`src/rtl/core/lles_pkg.sv`:
```
// Package for the LED light effect sequencer: payload structs, pattern state,
// configuration register indexes and the row geometry constants.
// No dependencies; used by lles_advance and led_light_effect_sequencer.
`timescale 1ns / 1ps

package lles_pkg;

  // Row geometry
  localparam int LEDS_PER_ROW = 5;

  localparam logic [7:0]  ROW_MASK   = 8'((1 << LEDS_PER_ROW) - 1);
  localparam logic [7:0]  TOP_LED    = 8'(1 << (LEDS_PER_ROW - 1));
  localparam logic [31:0] WIN_MASK   = 32'((1 << (2 * LEDS_PER_ROW)) - 1);
  localparam logic [31:0] BACK_START = 32'(1) << (2 * LEDS_PER_ROW);

  // Mode select bits, lowest bit has priority
  localparam logic [3:0] MODE_FILL     = 4'h1;
  localparam logic [3:0] MODE_FORWARD  = 4'h2;
  localparam logic [3:0] MODE_BACKWARD = 4'h4;
  localparam logic [3:0] MODE_SCANNER  = 4'h8;

  // Speed button bits
  localparam int SPEED_SLOWER = 0;
  localparam int SPEED_FASTER = 1;
  localparam int SPEED_RESET  = 2;

  // Configuration register indexes
  localparam logic CFG_DEFAULT_PERIOD = 1'b0;
  localparam logic CFG_LONGEST_PERIOD = 1'b1;

  // Reset values of the configuration registers
  localparam logic [7:0] DEFAULT_PERIOD_RST = 8'd20;
  localparam logic [7:0] LONGEST_PERIOD_RST = 8'd200;

  typedef struct packed {
    logic [7:0] speed_buttons;
    logic [7:0] mode_buttons_a;
    logic [7:0] mode_buttons_b;
  } lles_in_t;

  typedef struct packed {
    logic [7:0] row_one;
    logic [7:0] row_two;
  } lles_out_t;

  // Pattern state touched by one step
  typedef struct packed {
    logic [31:0] pattern;
    logic        direction_up;
    logic [7:0]  row_one;
    logic [7:0]  row_two;
  } lles_pat_t;

endpackage

```
`src/rtl/core/lles_advance.sv`:
```
// One pattern step of the LED sequencer for the selected mode.
// Pure combinational; depends on lles_pkg.
`timescale 1ns / 1ps

module lles_advance (
  input  logic [3:0]         mode_bits,
  input  lles_pkg::lles_pat_t cur,
  output lles_pkg::lles_pat_t nxt
);
  import lles_pkg::*;

  logic [31:0] shl;
  logic [31:0] shl_fill;
  logic [31:0] shr;
  logic [7:0]  row_up;
  logic [7:0]  row_dn;
  logic [31:0] new_pat;

  assign shl      = cur.pattern << 1;
  assign shl_fill = (cur.pattern << 1) + 32'd1;
  assign shr      = cur.pattern >> 1;
  assign row_up   = cur.row_one << 1;
  assign row_dn   = cur.row_one >> 1;

  always_comb begin
    nxt     = cur;
    new_pat = cur.pattern;
    if ((mode_bits & MODE_FILL) != 4'h0) begin
      // Fill up to the full window, then empty it again
      if (cur.direction_up) begin
        if ((cur.pattern & WIN_MASK) == 32'd0) begin
          new_pat = 32'd1;
        end else begin
          new_pat = shl_fill;
          if (shl_fill >= WIN_MASK) nxt.direction_up = 1'b0;
        end
      end else begin
        new_pat = shl;
        if ((shl & WIN_MASK) == 32'd0) nxt.direction_up = 1'b1;
      end
    end else if ((mode_bits & MODE_FORWARD) != 4'h0) begin
      new_pat = (shl > WIN_MASK || shl == 32'd0) ? 32'd1 : shl;
    end else if ((mode_bits & MODE_BACKWARD) != 4'h0) begin
      // Restart lands just above the window: one dark step
      new_pat = (shr > WIN_MASK || shr == 32'd0) ? BACK_START : shr;
    end

    if ((mode_bits & (MODE_FILL | MODE_FORWARD | MODE_BACKWARD)) != 4'h0) begin
      nxt.pattern = new_pat;
      nxt.row_one = new_pat[7:0] & ROW_MASK;
      nxt.row_two = new_pat[LEDS_PER_ROW +: 8] & ROW_MASK;
    end else if ((mode_bits & MODE_SCANNER) != 4'h0) begin
      // Scanner bounces between LED one and the top LED, both rows alike
      if (cur.row_one == 8'd0) begin
        nxt.row_one = 8'd1;
      end else if (cur.direction_up) begin
        nxt.row_one = row_up;
        if (row_up >= TOP_LED) nxt.direction_up = 1'b0;
      end else begin
        nxt.row_one = row_dn;
        if (row_dn <= 8'd1) nxt.direction_up = 1'b1;
      end
      nxt.row_two = nxt.row_one;
    end
  end

endmodule

```
`src/rtl/core/led_light_effect_sequencer.sv`:
```
// Top level of the LED light effect sequencer: input register, tick countdown,
// speed control, pattern state and result register. Depends on lles_pkg and
// lles_advance.
`timescale 1ns / 1ps

// Channel  | Direction | Handshake           | Payload
// ---------+-----------+---------------------+-----------------------------------
// in_      | input     | in_valid / in_stall | lles_in_t: speed + two mode bytes
// out_     | output    | out_valid/out_stall | lles_out_t: row_one, row_two
// cfg_     | input     | cfg_write_en        | cfg_index (1 bit), cfg_data (8 bit)
//
// One transaction per clock sustained while out_stall is low; each one passes
// the input register, then the step logic into the result register.
// rst_n is synchronous, active low; period returns to 20 and mode to fill-up.
// A stalled result holds the pipe: in_stall rises once the input register is
// also full, so no transaction is dropped or repeated.

module led_light_effect_sequencer (
  input  logic                clk,
  input  logic                rst_n,
  input  logic                in_valid,
  output logic                in_stall,
  input  lles_pkg::lles_in_t  in_data,
  output logic                out_valid,
  input  logic                out_stall,
  output lles_pkg::lles_out_t out_data,
  input  logic                cfg_write_en,
  input  logic                cfg_index,
  input  logic [7:0]          cfg_data
);
  import lles_pkg::*;

  // Configuration
  logic [7:0] default_period_r;
  logic [7:0] longest_period_r;

  // Pipe control and payload
  logic       in_vld_r;
  lles_in_t   in_r;
  logic       out_vld_r;
  lles_out_t  out_r;
  logic       out_free;
  logic       fire;

  // Sequencer state
  lles_pat_t       pat_r;
  lles_pat_t       pat_step;
  lles_pat_t       pat_nxt;
  logic [3:0]      mode_r;
  logic [3:0]      mode_nxt;
  logic [3:0]      sel;
  logic signed [8:0] countdown_r;
  logic signed [8:0] countdown_nxt;
  logic signed [8:0] cd_dec;
  logic            step_hit;
  logic [7:0]      period_r;
  logic [7:0]      period_nxt;
  logic [7:0]      last_speed_r;
  logic [7:0]      last_speed_nxt;

  assign out_free  = !out_vld_r || !out_stall;
  assign fire      = in_vld_r && out_free;
  assign in_stall  = in_vld_r && !out_free;
  assign out_valid = out_vld_r;
  assign out_data  = out_r;

  // Configuration writes
  always_ff @(posedge clk) begin
    if (!rst_n) begin
      default_period_r <= DEFAULT_PERIOD_RST;
      longest_period_r <= LONGEST_PERIOD_RST;
    end else if (cfg_write_en) begin
      if (cfg_index == CFG_DEFAULT_PERIOD) default_period_r <= cfg_data;
      if (cfg_index == CFG_LONGEST_PERIOD) longest_period_r <= cfg_data;
    end
  end

  // Input register
  always_ff @(posedge clk) begin
    if (!rst_n) begin
      in_vld_r <= 1'b0;
    end else if (!in_stall) begin
      in_vld_r <= in_valid;
    end
  end

  always_ff @(posedge clk) begin
    if (!in_stall && in_valid) in_r <= in_data;
  end

  // Mode select and tick countdown
  assign sel      = in_r.mode_buttons_a[3:0] | in_r.mode_buttons_b[3:0];
  assign mode_nxt = (sel != 4'h0) ? sel : mode_r;
  assign cd_dec   = countdown_r - 9'sd1;
  assign step_hit = cd_dec[8] || (cd_dec == 9'sd0);

  lles_advance u_advance (
    .mode_bits (mode_nxt),
    .cur       (pat_r),
    .nxt       (pat_step)
  );

  assign pat_nxt       = step_hit ? pat_step : pat_r;
  assign countdown_nxt = step_hit ? $signed({1'b0, period_r}) : cd_dec;

  // Speed buttons, one action per press
  always_comb begin
    period_nxt     = period_r;
    last_speed_nxt = last_speed_r;
    if (last_speed_r == 8'd0) begin
      if (in_r.speed_buttons[SPEED_SLOWER]) begin
        if (period_r < longest_period_r) period_nxt = period_r + 8'd1;
        last_speed_nxt = in_r.speed_buttons;
      end else if (in_r.speed_buttons[SPEED_FASTER]) begin
        if (period_r > 8'd1) period_nxt = period_r - 8'd1;
        last_speed_nxt = in_r.speed_buttons;
      end else if (in_r.speed_buttons[SPEED_RESET]) begin
        period_nxt     = default_period_r;
        last_speed_nxt = in_r.speed_buttons;
      end
    end else if (in_r.speed_buttons == 8'd0) begin
      last_speed_nxt = 8'd0;
    end
  end

  // State update, taken with each transaction into the result register
  always_ff @(posedge clk) begin
    if (!rst_n) begin
      pat_r        <= '0;
      mode_r       <= MODE_FILL;
      countdown_r  <= 9'sd0;
      period_r     <= DEFAULT_PERIOD_RST;
      last_speed_r <= 8'd0;
    end else if (fire) begin
      pat_r        <= pat_nxt;
      mode_r       <= mode_nxt;
      countdown_r  <= countdown_nxt;
      period_r     <= period_nxt;
      last_speed_r <= last_speed_nxt;
    end
  end

  // Result register
  always_ff @(posedge clk) begin
    if (!rst_n) begin
      out_vld_r <= 1'b0;
    end else if (out_free) begin
      out_vld_r <= fire;
    end
  end

  always_ff @(posedge clk) begin
    if (fire) begin
      out_r.row_one <= pat_nxt.row_one;
      out_r.row_two <= pat_nxt.row_two;
    end
  end

endmodule
```
`config.mk`:
```
export PLATFORM = sky130hd
export DESIGN_NAME = led_light_effect_sequencer
export DESIGN_NICKNAME = d
export VERILOG_FILES = /design/src/rtl/core/lles_pkg.sv /design/src/rtl/core/lles_advance.sv /design/src/rtl/core/led_light_effect_sequencer.sv
export SDC_FILE = /design/constraint.sdc
export NUM_CORES = 1
export LEC_CHECK = 0
export ABC_AREA = 1
export BUFFER_PORTS_ARGS = -buffer_cell sky130_fd_sc_hd__buf_2
export CAP_MARGIN = 20
export CORE_UTILIZATION = 60
export DETAILED_ROUTE_END_ITERATION = 8
export PLACE_DENSITY = 0.92
export SKIP_LAST_GASP = 1
export SYNTH_ARGS = -nofsm -noshare
export SYNTH_HDL_FRONTEND = slang
export SYNTH_SLANG_ARGS = --single-unit
```
`constraint.sdc`:
```
create_clock -name clk -period 2.3 [get_ports clk]
set_input_delay 0.23 -clock clk [delete_from_list [all_inputs] [get_ports clk]]
set_output_delay 0.23 -clock clk [all_outputs]
set_load 0.005 [all_outputs]
```
### Word-level counts from Yosys, hierarchy flattened

Index checks and enable logic that the tools add are counted.

* magnitude comparators: 7
* mux-type cells: 33
* eq/ne operators: 3
* bitwise gates (word level): 2
* reduce and logical (&&, ||, !) cells: 31
* add/subtract/negate cells: 4

Operator list (number)
* $mux 32: 6
* $logic_not 32->1: 4
* $mux 8: 11
* $add 32x1->32 const B: 1
* $ge 32x10->1 const B: 1
* $gt 32x10->1 const B: 1
* $mux 16: 2
* $gt 31x10->1 const B: 1
* $mux 31: 1
* $logic_not 8->1: 3
* $mux 9: 2
* $mux 17: 1
* $logic_not 9->1: 1
* $mux 1: 9
* $sub 9x2->9 const B: 1
* $add 8x1->8 const B: 1
* $ge 8x5->1 const B: 1
* $gt 8x1->1 const B: 1
* $lt 8x8->1: 1
* $reduce_bool 4->1: 2
* $sub 8x1->8 const B: 1
* $le 7x1->1 const B: 1
* $reduce_and 2->1: 3
* $reduce_and 3->1: 2
* other kinds (13): 22

* bits in registers: 128
* output and inout port bits: 18

### Longest topological paths before layout

* depth after elaboration: 12
* gate-level depth with buffers: 15
* depth with buffers taken out: 14

### By module

From an unflattened synthesis, not the netlist that was laid out.

* cell total of the unflattened synthesis: 1132
* area, all modules: 7568.5 sq um

Modules (own cells, without submodules)
* led_light_effect_sequencer: cells an instance 702, instances 1, area each 5569.1 sq um
* lles_advance: cells an instance 430, instances 1, area each 1999.4 sq um

### Worst setup path after synthesis

Ideal clock, no wire load.

* kind: register -> register
* start: reg countdown_r[0]
* end: reg out_r (netlist bit out_data[4]), data pin
* setup slack: 0.321 ns
* data required time: 2.030 ns
* stages on the path, launching flop included: 10
* arrival: 1.708 ns
* path through: dfxtp_1 -> inv_1 -> ha_1 -> xnor2_1 -> nand2_1 -> nor3_1 -> nand3_2 -> nand2_2 -> clkbuf_1 -> a31oi_1

RTL lines
* start: declaration: line led_light_effect_sequencer.sv:52 `logic signed [8:0] countdown_r;`
* start signal: assignment: line led_light_effect_sequencer.sv:137 `countdown_r <= countdown_nxt;`
* end: declaration: line led_light_effect_sequencer.sv:41 `lles_out_t out_r;`

==> run metrics <==
status complete, no violations; first-pass iteration count of the detailed router 5; die height approximately 110 um; CTS tree yes; CP arrival around 2300 ps; Hold Crit Depth 3; Slew Limit Headroom 0.571; VDD IR max approximately 0.9 mV; vias per cell 5.64; number of antenna-violating nets in the routed design 0; CTS Buffer Depth 2; area of the core roughly 11000 um2; R2R Setup Slk approximately 120 ps; Hold EP longest_period_r[6]$_SDFFE_PN1P_; DRT Wirelength 18000 um; Std-Cell Rows 38; slowest stage cell, crit path edfxtp_1; min-delay worst type primary input to flop; vias in the first global route approximately 6300; DRC 0; period utilization 0.950; Synth top cells by count nand2_1, nor2_1, inv_1, dfxtp_1, o21ai_0; overall global routing resource usage 0.306; Mapped Cells about 990; f_max about 0.46 GHz; Synth async-reset ratio 0; final cell count without fillers 1227; critical path cell sequence nor2_4 > nand2_2 > nor3_2 > nand2_1 > nand2_4 > nor2_4 > nand2_4 > clkinvlp_4 > buf_12 > nand2_1 > nand3_1 > nand2_1 > o21ai_0; Clock Latency Late Sink about 430 ps; Worst EP required roughly 2500 ps; ranking of synthesized cells by area dfxtp_1, nand2_1, edfxtp_1; Critical Path Start Type flop; cell mode on critical path nand2_1; Yosys Warn Count 0; Initial Util 0.624; vias roughly 6900; Die W around 110 um; FF-to-FF path depth 13; syn_nets approximately 1000; HP Start cfg_data[6]; fill count around 780; DR iter-0 viols 722; Post-Route Skew 8.13 ps; I/O pin cnt 56; area leader, netlist dfxtp_1; layout cells sized above 1 0.135; Static Leak 3.67 nW; area share of the largest cell type after synthesis 0.280; final HPWL from detailed placement ~11000 um; global route overflow 0; CP Capture Type flop; Post-synth EDFFs 32; kind of critical path flop to flop; Synth cell types 40; Final #Nets around 1100; clock-pin slew on the worst setup and hold paths 60 ps; DIE AREA 11900 um2; Mapped Area ~6900 um2; RR Endpoint out_data[12]$_DFFE_PP_; area grow syn2layout 19.1%; # diodes 0; leading register cell type out of synthesis dfxtp_1; post-route setup TNS 0 ps; CTS HTree Levels 4; synthesized flop and latch total ~130; post-layout minimum cycle time around 2200 ps; count leader, synth nand2_1; Avg Synthesized Cell Area 6.90 um2; max capacitance violation total 0; first-pass GRT wire length between 20000 and 30000 um; Pwr Density about 850 nW/um2; sequential area share after synthesis 0.420; wire per inst between 10 and 15 um; Final Hold Fails 0; worst slew pin tran about 640 ps; CTS Buf Count 17; GPL Wtd Cong 0.945; Port Buffers 47; pins over their slew limit 0; pin count of the biggest net entering global routing 32; root buffer cell clkbuf_16; Setup Viol. Count Final 0; FF-to-FF Start in_r[8]$_DFFE_PP_; slowest stage delay, CP a little over 400 ps; Crit Path Max Fanout 10; placed insts 1171; CTS Sinks 128; initial antenna violation count 0
[critical path, delay by kind of cell (launching register included)]
family / cells / cell delay (ps)
AO/OA/AOI/OAI: 1 / 90
AND/OR/NAND/NOR: 10 / 1150
flip-flops: 1 / 410
buffers and inverters: 2 / 250
[cell families after synthesis]
group / Yosys count / share of synthesized area
XOR/XNOR: 9 / 0.0126
AND/OR/NAND/NOR: 495 / 0.296
adder cells (fa/ha/maj): 12 / 0.0219
flip-flops: 128 / 0.420
AO/OA/AOI/OAI: 188 / 0.153
buffers and inverters: 162 / 0.0960
[per-stage QoR]
| step | power (mW) | setup slack (ps) | util | hold slack, ps | area (um2) |
|---|---|---|---|---|---|
| 6_report | 6.93 | 116 | 0.744 | 39.1 | 8170 |
| 4_1_cts | 6.83 | -7.21 | 0.732 | 21.9 | 8040 |
| 2_1_floorplan | 3.78 | 321 | - | 329 | 6860 |
| 3_3_place_gp | 4.15 | 151 | 0.665 | 406 | 7300 |
| 3_5_place_dp | 4.22 | 30.1 | 0.665 | 409 | 7300 |
| 5_1_grt | 7.25 | -15.1 | 0.744 | 28.9 | 8170 |
[power by group]
| part | switching [mW] | internal (mW) |
|---|---|---|
| Clock | 1.03 | 1.56 |
| Sequential | 0.146 | 2.51 |
| Combinational | 1.10 | 0.580 |
| Total | 2.28 | 4.65 |
[sequential cells by signal, summed over array words and instances (netlist names)]
signal            count
countdown_r           9
default_period_r      8
in_r                 16
in_vld_r              1
last_speed_r          8
longest_period_r      8
mode_r                4
out_data             16
out_valid             1
pat_r                49
period_r              8
[routing by layer]
layer	vias up	routed length (um)	GRT usage
met5	-	0	0
met4	0	645	0.142
met3	63	1350	0.0771
met2	335	8980	0.527
met1	3145	7070	0.357
li1	3372	-	-
[area by class of cell]
cell class	instances	area (um2)	share of cell area
Timing Repair Buffer	96	666	0.0815
Clock buffer	21	503	0.0616
Multi-Input combinational cell	704	3370	0.412
Timing Repair inverter	2	15.0	0.00184
Inverter	125	482	0.0590
Sequential cell	128	2880	0.353
Clock inverter	11	76.3	0.00934
Tap cell	140	175	0.0214
[worst max-delay path by stage]
stage | startpoint | endpoint | depth (start not counted)
after floorplan | countdown_r[0]$_SDFFE_PN0P_ | out_data[4]$_DFFE_PP_ | 9
after global placement | countdown_r[0]$_SDFFE_PN0P_ | out_data[6]$_DFFE_PP_ | 10
after detailed placement | countdown_r[0]$_SDFFE_PN0P_ | pat_r[5]$_SDFFE_PN0P_ | 12
after CTS | countdown_r[0]$_SDFFE_PN0P_ | pat_r[5]$_SDFFE_PN0P_ | 12
after global routing | in_r[8]$_DFFE_PP_ | out_data[12]$_DFFE_PP_ | 13
final | in_r[8]$_DFFE_PP_ | out_data[12]$_DFFE_PP_ | 13
[placed cells by master, fill, tap and decap left out, drive strengths merged]
master and instances:
a211oi 8, a21oi 71, a221o 1, a31oi 5, and3 1, buf 80, clkbuf 21, clkinv 8
clkinvlp 6, dfxtp 96, dlygate4sd3 16, edfxtp 32, ha 12, inv 124, nand2 276, nand3 52
nand3b 3, nand4 9, nor2 144, nor3 10, o211ai 15, o21ai 82, o221ai 1, o22ai 3
o311ai 1, o31ai 1, xnor2 2, xor2 7
[repair_timing]
action                                  in CTS  in global routing
endpoints found under the hold margin       16                  0
gates cloned                                 0                  2
endpoints found under the setup margin       1                 62
gates resized for setup                      0                 18
hold buffers                                16                  0
setup buffers                                0                  6
pin swaps                                    0                  5
Note: power is estimated with default switching activity, not from simulation.
